$ cat src/sv/mss_pkg.sv
package mss_pkg;

  localparam int TEXT_W    = 12;
  localparam int PAUSE_W   = 16;
  localparam int SPEED_W   = 10;
  localparam int DELTA_W   = 16;
  localparam int OFFSET_W  = 13;
  localparam int PHASE_W   = 2;
  localparam int ELAPSED_W = 32;
  localparam int CFG_IDX_W = 3;
  localparam int CFG_DAT_W = 16;

  // scaled time path: saturated multiplicand, product, quotient, remainder
  localparam int X_W    = 23;
  localparam int PROD_W = 26;
  localparam int QUO_W  = 17;
  localparam int REM_W  = 10;
  localparam int Q_W    = 13;

  localparam int MS_PER_S = 1000;

  // floor(p / 1000) = floor((p >> 3) * RECIP >> RECIP_SHIFT), exact for p < 2**26
  localparam int RECIP_SHIFT = 30;
  localparam int RECIP_W     = 24;
  localparam logic [RECIP_W-1:0] RECIP = 24'd8589935;

  typedef enum logic [CFG_IDX_W-1:0] {
    REG_TEXT_WIDTH     = 3'd0,
    REG_BOX_WIDTH      = 3'd1,
    REG_PAUSE_MS       = 3'd2,
    REG_SCROLL_SPEED   = 3'd3,
    REG_ROLLOVER_SPEED = 3'd4
  } cfg_reg_t;

  typedef struct packed {
    logic [QUO_W-1:0] quo;
    logic [REM_W-1:0] rem;
  } scaled_t;

  typedef struct packed {
    logic [Q_W-1:0]   q;
    logic [REM_W-1:0] r;
  } pos_t;

endpackage

$ cat src/sv/mss_scale.sv
module mss_scale (
  input  logic                         clk,
  input  logic                         en,
  input  logic [mss_pkg::X_W-1:0]      x,
  input  logic [mss_pkg::SPEED_W-1:0]  speed,
  output mss_pkg::scaled_t             res
);
  import mss_pkg::*;

  logic [X_W+SPEED_W-1:0]   prod_full;
  logic [PROD_W-1:0]        prod_sat;
  logic [PROD_W-1:0]        prod2;
  logic [PROD_W-1:0]        prod3;
  logic [X_W+RECIP_W-1:0]   recip_full;
  logic [QUO_W-1:0]         quo3;
  logic [PROD_W:0]          quo_k;
  logic [PROD_W:0]          rem_full;

  always_comb begin
    prod_full = x * speed;
    if (|prod_full[X_W+SPEED_W-1:PROD_W]) begin
      prod_sat = '1;
    end else begin
      prod_sat = prod_full[PROD_W-1:0];
    end
  end

  assign recip_full = prod2[PROD_W-1:3] * RECIP;
  assign quo_k      = (PROD_W+1)'(quo3) * (PROD_W+1)'(MS_PER_S);
  assign rem_full   = (PROD_W+1)'(prod3) - quo_k;

  always_ff @(posedge clk) begin
    if (en) begin
      prod2   <= prod_sat;
      prod3   <= prod2;
      quo3    <= recip_full[RECIP_SHIFT+QUO_W-1:RECIP_SHIFT];
      res.quo <= quo3;
      res.rem <= rem_full[REM_W-1:0];
    end
  end

endmodule

$ cat src/sv/marquee_scroll_sequencer_core.sv
// Marquee scroll sequencer.
// tick channel: tick_valid/tick_stall with delta_ms, one transaction per time tick.
// result channel: result_valid/result_stall with offset, phase, active; exactly one
// result transaction per tick, in order.
// cfg channel: cfg_valid/cfg_ready with cfg_index/cfg_data; indexes past the last
// register are ignored. Write only while no tick is in flight.
// Ticks pass input, scaling and state stages. Unstalled throughput: one tick per
// cycle; the tick-to-tick dependency closes in the last stage through adders only,
// since position is kept as running quotient and remainder of elapsed*speed/1000.
// A register write sends one rescaling transaction down the same pipeline to rebuild
// those from the elapsed counter; it produces no result.
// Reset clears registers, phase (left pause) and elapsed time; pipeline empties.
// A stalled result freezes the whole pipeline and raises tick_stall in the same
// cycle; nothing is dropped.
module marquee_scroll_sequencer_core (
  input  logic                           clk,
  input  logic                           rst,
  input  logic                           tick_valid,
  output logic                           tick_stall,
  input  logic [mss_pkg::DELTA_W-1:0]    delta_ms,
  output logic                           result_valid,
  input  logic                           result_stall,
  output logic [mss_pkg::OFFSET_W-1:0]   offset,
  output logic [mss_pkg::PHASE_W-1:0]    phase,
  output logic                           active,
  input  logic                           cfg_valid,
  output logic                           cfg_ready,
  input  logic [mss_pkg::CFG_IDX_W-1:0]  cfg_index,
  input  logic [mss_pkg::CFG_DAT_W-1:0]  cfg_data
);
  import mss_pkg::*;

  typedef enum logic [PHASE_W-1:0] {
    PH_LEFT_PAUSE   = 2'd0,
    PH_SCROLL_RIGHT = 2'd1,
    PH_RIGHT_PAUSE  = 2'd2,
    PH_ROLL_OVER    = 2'd3
  } phase_t;

  localparam logic [Q_W-1:0] Q_MAX = '1;

  logic en, tick_acc, cfg_acc;

  logic [TEXT_W-1:0]  text_width, box_width;
  logic [PAUSE_W-1:0] pause_ms;
  logic [SPEED_W-1:0] scroll_speed, rollover_speed;

  logic               v1, v2, v3, v4;
  logic               is_tick1, is_tick2, is_tick3, is_tick4;
  logic [X_W-1:0]     x1;
  logic [DELTA_W-1:0] delta1, delta2, delta3, delta4;
  logic [X_W-1:0]     elapsed_sat;
  scaled_t            ds, dr;

  phase_t             scroll_phase, phase_n;
  logic [ELAPSED_W-1:0] elapsed_ms, elapsed_add;
  logic [ELAPSED_W:0] elapsed_sum;
  pos_t               pos_s, pos_r, pos_s_add, pos_r_add, pos_s_load, pos_r_load;

  logic                active_c, trans;
  logic [TEXT_W-1:0]   overflow;
  logic [OFFSET_W-1:0] off_c;
  logic [Q_W:0]        roll_sum;
  logic [Q_W+2:0]      roll_lhs, roll_rhs;

  function automatic pos_t pos_load(input scaled_t d);
    pos_t p;
    p.r = d.rem;
    if (|d.quo[QUO_W-1:Q_W]) begin
      p.q = Q_MAX;
    end else begin
      p.q = d.quo[Q_W-1:0];
    end
    return p;
  endfunction

  function automatic pos_t pos_add(input pos_t a, input scaled_t d);
    pos_t             p;
    logic [REM_W:0]   rsum;
    logic             carry;
    logic [QUO_W:0]   qsum;
    rsum  = (REM_W+1)'(a.r) + (REM_W+1)'(d.rem);
    carry = rsum >= (REM_W+1)'(MS_PER_S);
    if (carry) begin
      rsum = rsum - (REM_W+1)'(MS_PER_S);
    end
    p.r  = rsum[REM_W-1:0];
    qsum = (QUO_W+1)'(a.q) + (QUO_W+1)'(d.quo) + (QUO_W+1)'(carry);
    if (qsum > (QUO_W+1)'(Q_MAX)) begin
      p.q = Q_MAX;
    end else begin
      p.q = qsum[Q_W-1:0];
    end
    return p;
  endfunction

  assign en         = !result_valid || !result_stall;
  assign tick_stall = !en;
  assign cfg_ready  = en && !tick_valid;
  assign tick_acc   = tick_valid && en;
  assign cfg_acc    = cfg_valid && cfg_ready;

  always_ff @(posedge clk) begin
    if (rst) begin
      text_width     <= '0;
      box_width      <= '0;
      pause_ms       <= '0;
      scroll_speed   <= '0;
      rollover_speed <= '0;
    end else if (cfg_acc) begin
      unique case (cfg_reg_t'(cfg_index))
        REG_TEXT_WIDTH:     text_width     <= cfg_data[TEXT_W-1:0];
        REG_BOX_WIDTH:      box_width      <= cfg_data[TEXT_W-1:0];
        REG_PAUSE_MS:       pause_ms       <= cfg_data[PAUSE_W-1:0];
        REG_SCROLL_SPEED:   scroll_speed   <= cfg_data[SPEED_W-1:0];
        REG_ROLLOVER_SPEED: rollover_speed <= cfg_data[SPEED_W-1:0];
        default: ;
      endcase
    end
  end

  assign elapsed_sat = (|elapsed_ms[ELAPSED_W-1:X_W]) ? '1 : elapsed_ms[X_W-1:0];

  // pipeline control and payload up to the state stage
  always_ff @(posedge clk) begin
    if (rst) begin
      v1 <= 1'b0;
      v2 <= 1'b0;
      v3 <= 1'b0;
      v4 <= 1'b0;
    end else if (en) begin
      v1 <= tick_acc || cfg_acc;
      v2 <= v1;
      v3 <= v2;
      v4 <= v3;
    end
  end

  always_ff @(posedge clk) begin
    if (en) begin
      is_tick1 <= tick_acc;
      x1       <= tick_acc ? X_W'(delta_ms) : elapsed_sat;
      delta1   <= delta_ms;
      is_tick2 <= is_tick1;
      is_tick3 <= is_tick2;
      is_tick4 <= is_tick3;
      delta2   <= delta1;
      delta3   <= delta2;
      delta4   <= delta3;
    end
  end

  mss_scale u_scale_scroll (
    .clk   (clk),
    .en    (en),
    .x     (x1),
    .speed (scroll_speed),
    .res   (ds)
  );

  mss_scale u_scale_roll (
    .clk   (clk),
    .en    (en),
    .x     (x1),
    .speed (rollover_speed),
    .res   (dr)
  );

  always_comb begin
    active_c    = text_width > box_width;
    overflow    = text_width - box_width;
    roll_sum    = (Q_W+1)'(overflow) + (Q_W+1)'(pos_r.q);
    roll_lhs    = {roll_sum, 2'b00};
    roll_rhs    = (Q_W+3)'({text_width, 2'b00}) + (Q_W+3)'(box_width);
    elapsed_sum = (ELAPSED_W+1)'(elapsed_ms) + (ELAPSED_W+1)'(delta4);
    elapsed_add = elapsed_sum[ELAPSED_W] ? '1 : elapsed_sum[ELAPSED_W-1:0];
    pos_s_add   = pos_add(pos_s, ds);
    pos_r_add   = pos_add(pos_r, dr);
    pos_s_load  = pos_load(ds);
    pos_r_load  = pos_load(dr);
    trans       = 1'b0;
    phase_n     = scroll_phase;
    off_c       = '0;
    unique case (scroll_phase)
      PH_LEFT_PAUSE: begin
        if (elapsed_ms > ELAPSED_W'(pause_ms)) begin
          trans   = 1'b1;
          phase_n = PH_SCROLL_RIGHT;
        end
      end
      PH_SCROLL_RIGHT: begin
        if (pos_s.q >= Q_W'(overflow)) begin
          off_c   = OFFSET_W'(overflow);
          trans   = 1'b1;
          phase_n = PH_RIGHT_PAUSE;
        end else begin
          off_c = pos_s.q;
        end
      end
      PH_RIGHT_PAUSE: begin
        off_c = OFFSET_W'(overflow);
        if (elapsed_ms > ELAPSED_W'(pause_ms)) begin
          trans   = 1'b1;
          phase_n = PH_ROLL_OVER;
        end
      end
      PH_ROLL_OVER: begin
        if (roll_lhs >= roll_rhs) begin
          trans   = 1'b1;
          phase_n = PH_LEFT_PAUSE;
        end else begin
          off_c = roll_sum[OFFSET_W-1:0];
        end
      end
    endcase
    if (!active_c) begin
      off_c   = '0;
      trans   = 1'b0;
      phase_n = scroll_phase;
    end
  end

  // sequencer state and result register
  always_ff @(posedge clk) begin
    if (rst) begin
      scroll_phase <= PH_LEFT_PAUSE;
      elapsed_ms   <= '0;
      pos_s        <= '0;
      pos_r        <= '0;
      result_valid <= 1'b0;
    end else if (en) begin
      result_valid <= v4 && is_tick4;
      if (v4 && is_tick4) begin
        offset <= off_c;
        phase  <= phase_n;
        active <= active_c;
        if (active_c) begin
          scroll_phase <= phase_n;
          if (trans) begin
            elapsed_ms <= ELAPSED_W'(delta4);
            pos_s      <= pos_s_load;
            pos_r      <= pos_r_load;
          end else begin
            elapsed_ms <= elapsed_add;
            pos_s      <= pos_s_add;
            pos_r      <= pos_r_add;
          end
        end
      end else if (v4) begin
        pos_s <= pos_s_load;
        pos_r <= pos_r_load;
      end
    end
  end

endmodule
$ cat config.mk
export PLATFORM = sky130hd
export DESIGN_NAME = marquee_scroll_sequencer_core
export DESIGN_NICKNAME = d
export VERILOG_FILES = /design/src/sv/mss_pkg.sv /design/src/sv/mss_scale.sv /design/src/sv/marquee_scroll_sequencer_core.sv
export SDC_FILE = /design/constraint.sdc
export NUM_CORES = 2
export LEC_CHECK = 0
export ABC_AREA = 1
export CORE_MARGIN = 5
export CORE_UTILIZATION = 35
export CTS_CLUSTER_SIZE = 25
export DETAILED_ROUTE_END_ITERATION = 6
export DONT_BUFFER_PORTS = 1
export PLACE_DENSITY_LB_ADDON = 0.08
export SYNTH_ARGS = -nofsm -noshare
export SYNTH_HDL_FRONTEND = slang
export SYNTH_SLANG_ARGS = --single-unit
$ cat constraint.sdc
create_clock -name clk -period 8.1 [get_ports clk]
set_clock_uncertainty 0.15 [all_clocks]
set_input_delay 0.405 -clock clk [delete_from_list [all_inputs] [get_ports clk]]
set_output_delay 0.405 -clock clk [all_outputs]
set_load 0.01 [all_outputs]
# After elaboration in Yosys (flattened, before gate mapping)
# Index checks and enable logic that the tools add are counted.
# op_classes
addsub	14
muxes	32
n_reduce_logical	27
n_eq_ne	8
n_mul	6
bitwise_logic	1
magnitude_cmp	8
# ops
cell	count
$mux 23	9
$mul 23x24->47 const B	2
$mux 13	6
$mul 23x10->33	2
$mux 32	2
$pmux 13 s3	1
$add 13x17->18	2
$add 18x1->18	2
$gt 18x13->1 const B	2
$mul 17x7->7 const B	2
$add 32x16->33	1
$gt 32x16->1	1
$add 10x10->11	2
$ge 11x10->1 const B	2
$mux 10	2
$sub 10x10->10	2
$sub 10x10->10 const B	2
$ge 16x15->1	1
$mux 16	1
$add 14x12->15	1
$add 12x13->14	1
$reduce_or 7->1	2
$ge 13x12->1	1
$gt 12x12->1	1
23 further kinds	46
# totals
word_cells	135
reg_bits	412
output_inout_bits	19

# Depth between registers and ports, before layout
# depth
ltp_word	9
depth_mapped	32
mapped_depth_nobuf	31

# By module
# A second synthesis with hierarchy kept.
# unflattened
hier_cells	7247
area_unflattened_um2	58103.2
# by_module_without_submodules
module	cells_per_inst	instances	area_each_um2
mss_scale at u_scale_roll	2515	1	20633.5
mss_scale at u_scale_scroll	2466	1	20512.2
marquee_scroll_sequencer_core	2266	1	16957.5

# Least setup slack after synthesis
# No wires, ideal clock.
# synth_path
kind	in2reg
startpoint	in result_stall
endpoint	reg pause_ms[11]
arrival_time_ns	8.546
cell_stages	11
path_slack_ns	-0.724
path_cell_list	nand2_1 inv_1 nor2_1 nand2_1 nor2_1 inv_1 nor3_1 inv_1 clkbuf_1 o21ai_0 a21oi_1
# synth_between
elab_chain_cells	5
# synth_lines
element	line	text
start, declared	marquee_scroll_sequencer_core.sv:22	input logic result_stall,
$logic_not 1->1	marquee_scroll_sequencer_core.sv:97	assign en = !result_valid || !result_stall;
$logic_or 1x1->1	marquee_scroll_sequencer_core.sv:97	
$logic_and 1x1->1	marquee_scroll_sequencer_core.sv:99	assign cfg_ready = en && !tick_valid;
via cfg_ready	marquee_scroll_sequencer_core.sv:27	output logic cfg_ready,
$logic_and 1x1->1	marquee_scroll_sequencer_core.sv:101	assign cfg_acc = cfg_valid && cfg_ready;
$reduce_and 2->1 (no line)	n/a	
end signal, assigned	marquee_scroll_sequencer_core.sv:114	REG_PAUSE_MS: pause_ms <= cfg_data[PAUSE_W-1:0];
end, declared	marquee_scroll_sequencer_core.sv:45	logic [PAUSE_W-1:0] pause_ms;
# The timed path passes the listed nets, and every way through them passes these cells.
# A chain may end at the register's enable or synchronous reset.

# Worst setup path after layout
# layout_path
startpoint	reg x1[19]
endpoint	reg u_scale_scroll.prod2[25], data pin
# layout_between
elab_chain_cells	2
# layout_lines
element	line	text
start, declared	marquee_scroll_sequencer_core.sv:50	logic [X_W-1:0] x1;
start signal, assigned	marquee_scroll_sequencer_core.sv:142	x1 <= tick_acc ? X_W'(delta_ms) : elapsed_sat;
$mul 23x10->33 (*)	mss_scale.sv:20	prod_full = x * speed;
$reduce_or 7->1	mss_scale.sv:21	if (|prod_full[X_W+SPEED_W-1:PROD_W]) begin
end signal, assigned	mss_scale.sv:34	prod2 <= prod_sat;
end, declared	mss_scale.sv:12	logic [PROD_W-1:0] prod2;
# Every way passes the cells marked *; elsewhere a longest branch is shown, timed or not.

==> results.py <==
metrics = {
    "power_and_ir_drop": {
        "power.internal_mw": 6.18,
        "combinationalPowerShare_pct": 51.9,
        "seqPwrFrac_pct": 25.8,
        "peakVddDrop_uv": 141,
        "netSwitchingFraction_pct": 43.5,
        "pwr-share-clk_pct": 22.3,
        "p_per_area_mw_per_mm2": 182,
        "p_switching_mw": 4.77,
        "leakage_nw": 32.3,
    },
    "timing": {
        "rsz0062_at_grt": "false",
        "fin_crit_sh_pct": 87.2,
        "relSlewSlack_pct": 22.4,
        "tns_ns": 0,
        "tightest_slew_ns": 1.16,
        "drv_slew": 0,
        "setup_ws_ns": 1.04,
        "whs_ns": 0.105,
        "hold_viol_final": 0,
        "max_freq_mhz": 142,
        "finalSetupViolCount": 0,
        "period_needed_ns": 7.06,
    },
    "placement": {
        "gp_congestion": 0.894,
        "hpwl_mm": 133,
        "port-buffer-count": 0,
        "pre_cts_slack_ns": 1.11,
    },
    "worst_hold_path": {
        "min_from": "delta_ms[13]",
        "holdPathEnd": "x1[13]",
        "hold_path_class": "in2reg",
        "holdPathStages": 2,
    },
    "critical_path": {
        "r2r_slack_ns": 1.04,
        "reg2reg_depth": 21,
        "cp.arrival_ns": 7.23,
        "end_kind": "register",
        "critPathKind": "reg2reg",
        "path_max_fanout": 26,
        "cp-start-kind": "register",
        "r2r-end": "u_scale_scroll.prod2[25]",
        "required_ns": 8.27,
        "timing.rr.start": "x1[19]",
    },
    "clock_network": {
        "clock_path_buffers": 3,
        "htree_levels": 2,
        "root_buffer": "clkbuf_16",
        "clock_sinks": 412,
        "path_clk_slew_ns": 0.07,
        "clock_latency_ns": 0.65,
        "tritoncts": "yes",
        "cts_buffers": 53,
    },
    "synth": {
        "syn-num-nets": 8141,
        "synth.top_cell.area_share_pct": 23.8,
        "ys_seq_area_share_pct": 19.7,
        "yosys.area.top_type": "fa_1",
        "synth_cell_types": 60,
        "synthTopCellsByArea": "fa_1 (24%), ha_1 (18%), edfxtp_1 (14%)",
        "ys_async_sr_fraction_pct": 0,
        "ys.flop_type": "edfxtp_1",
        "synth_common_cells": "inv_1 (1610), nand2_1 (1167), ha_1 (783)",
        "yosysWarnings": 0,
        "synth.most_common_cell": "inv_1",
        "ys_ff_latch": 412,
        "synth_area_mm2": 0.0554,
        "synth_edf_count": 267,
        "synthCells": 6658,
        "synth_area_per_cell_um2": 8.32,
    },
    "global_routing": {
        "grtUsageTotal_pct": 19.6,
        "grt_overflow_total": 0,
        "grt_max_degree": 82,
        "antenna_found_initial": 9,
        "grt_pass1_wl_mm": 257,
        "grt_pass1_vias": 43400,
    },
    "floorplanning": {
        "start_util_pct": 35.1,
        "core_region_area_mm2": 0.158,
        "std_cell_rows": 146,
        "fp.dieH_um": 408,
        "ios": 59,
        "dieArea_mm2": 0.166,
        "dieWidth_um": 408,
    },
    "job": {
        "drv_cap": 0,
    },
    "detailed_routing": {
        "drt-total-wl_mm": 163,
        "wire_per_inst_um": 18.6,
        "drc": 0,
        "via_per_inst": 4.80,
        "drt_iter0_markers": 2240,
        "num_vias": 42100,
        "firstDrtPassIters": 6,
        "drtAntennaViolNets": 0,
    },
    "final_layout": {
        "fin_nets": 8135,
        "drive_above_1_share_pct": 2.96,
        "diodes": 0,
        "area_growth_pct": 8.34,
    },
    "status": {
        "status": "finished clean",
    },
}
==> timing repair <==
| item | 4_1_cts | 5_1_grt |
|---|---|---|
| gates resized for setup | 0 | 0 |
| hold buffers | 42 | 1 |
| setup buffers | 0 | 0 |
| endpoints found under the hold margin | 135 | 1 |
==> flip-flops by register name, summed over array words and instances, names as in the netlist, 12 cells and up <==
name and flops:
pos_r 23, u_scale_roll.prod2 26, u_scale_scroll.prod2 26, elapsed_ms 32
text_width 12, pause_ms 16, u_scale_scroll.res 27, box_width 12
delta3 16, u_scale_roll.res 27, x1 23, pos_s 23
delta1 16, u_scale_roll.quo3 17, delta2 16, delta4 16
offset 13, u_scale_scroll.quo3 17
==> cell usage in the layout, fill, tap and decap left out, types with 33 or more instances in the layout <==
cell type and n:
edfxtp_1 267, ha_1 783, xor2_1 101, buf_4 60
fa_1 660, a21oi_1 374, o21ai_0 285, nand3b_1 63
nor2_1 373, nor3_1 38, xnor2_1 88, nand2_1 1166
nand4_1 62, clkbuf_16 55, a31oi_1 55, nand3_1 213
dfxtp_1 145, inv_1 1610, dlygate4sd3_1 42, a21o_1 33
==> kinds of logic after synthesis <==
kind of cell / Yosys count / synth area share (%)
buffers and inverters: 1786 / 12.2
AND/OR/NAND/NOR: 1980 / 15.1
XOR/XNOR: 189 / 2.99
AO/OA/AOI/OAI: 848 / 8.47
adder cells (fa/ha/maj): 1443 / 41.5
flip-flops: 412 / 19.7
==> through the flow <==
step	area [um^2]	util [%]	instances	power (mW)
global route	60000	38.0	8769	12.1
finish	60000	38.0	8769	10.9
CTS	60000	38.0	8768	11.1
detailed placement	57800	36.6	8626	8.51
global placement	57800	36.6	8626	8.51
floorplan	55400	-	6658	6.97
==> metal layers <==
| metal | global-route usage (%) | wire [um] | vias up |
|---|---|---|---|
| li1 | - | - | 20900 |
| met5 | 0 | 0 | - |
| met2 | 32.8 | 76100 | 637 |
| met4 | 4.76 | 4330 | 0 |
| met3 | 1.96 | 5440 | 151 |
| met1 | 27.5 | 77100 | 20500 |
==> power groups by stage <==
stage                     clock network (mW)  logic [mW]  registers (mW)
after global routing                    2.61        6.66            2.86
after CTS                               2.53        5.75            2.83
final                                   2.45        5.68            2.82
after global placement                     0        5.63            2.88
after floorplan                            0        4.28            2.69
after detailed placement                   0        5.63            2.88
==> worst max-delay path, stage by stage, from the launching register on <==
cell and delay, ns:
edfxtp_1 1.06, nand2_1 0.23, fa_1 0.59, inv_1 0.05
fa_1 0.49, inv_1 0.05, fa_1 0.52, inv_1 0.05
fa_1 0.39, fa_1 0.46, ha_1 0.38, a21oi_1 0.21
o21ai_0 0.16, a21boi_0 0.31, nand3_1 0.19, nand2_1 0.09
nand2_1 0.07, nand2_1 0.07, nand2_1 0.05, xor2_1 0.15
nor2_2 0.80, nand3_1 0.16
==> cell type report <==
cell class / instances / area, um^2
clock buffers: 64 / 1440
well taps: 2072 / 2590
flip-flops and latches: 412 / 10900
clock inverters: 36 / 352
inverters: 1622 / 6090
fillers: 16500 / 97800
repair buffers: 103 / 898
multi-input cells: 4460 / 37700
==> how the worst max path moves through the flow <==
stage | startpoint | to | slack, ns | depth (start not counted)
floorplan | u_scale_roll.prod2[23] | u_scale_roll.quo3[12] | 2.19 | 25
global placement | u_scale_roll.prod2[25] | u_scale_roll.quo3[13] | 1.12 | 23
detailed placement | x1[19] | u_scale_scroll.prod2[23] | 1.11 | 21
CTS | x1[19] | u_scale_scroll.prod2[23] | 1.07 | 21
global route | x1[19] | u_scale_scroll.prod2[25] | 0.51 | 21
finish | x1[19] | u_scale_scroll.prod2[25] | 1.04 | 21
Note: power is estimated with default switching activity, not from simulation.
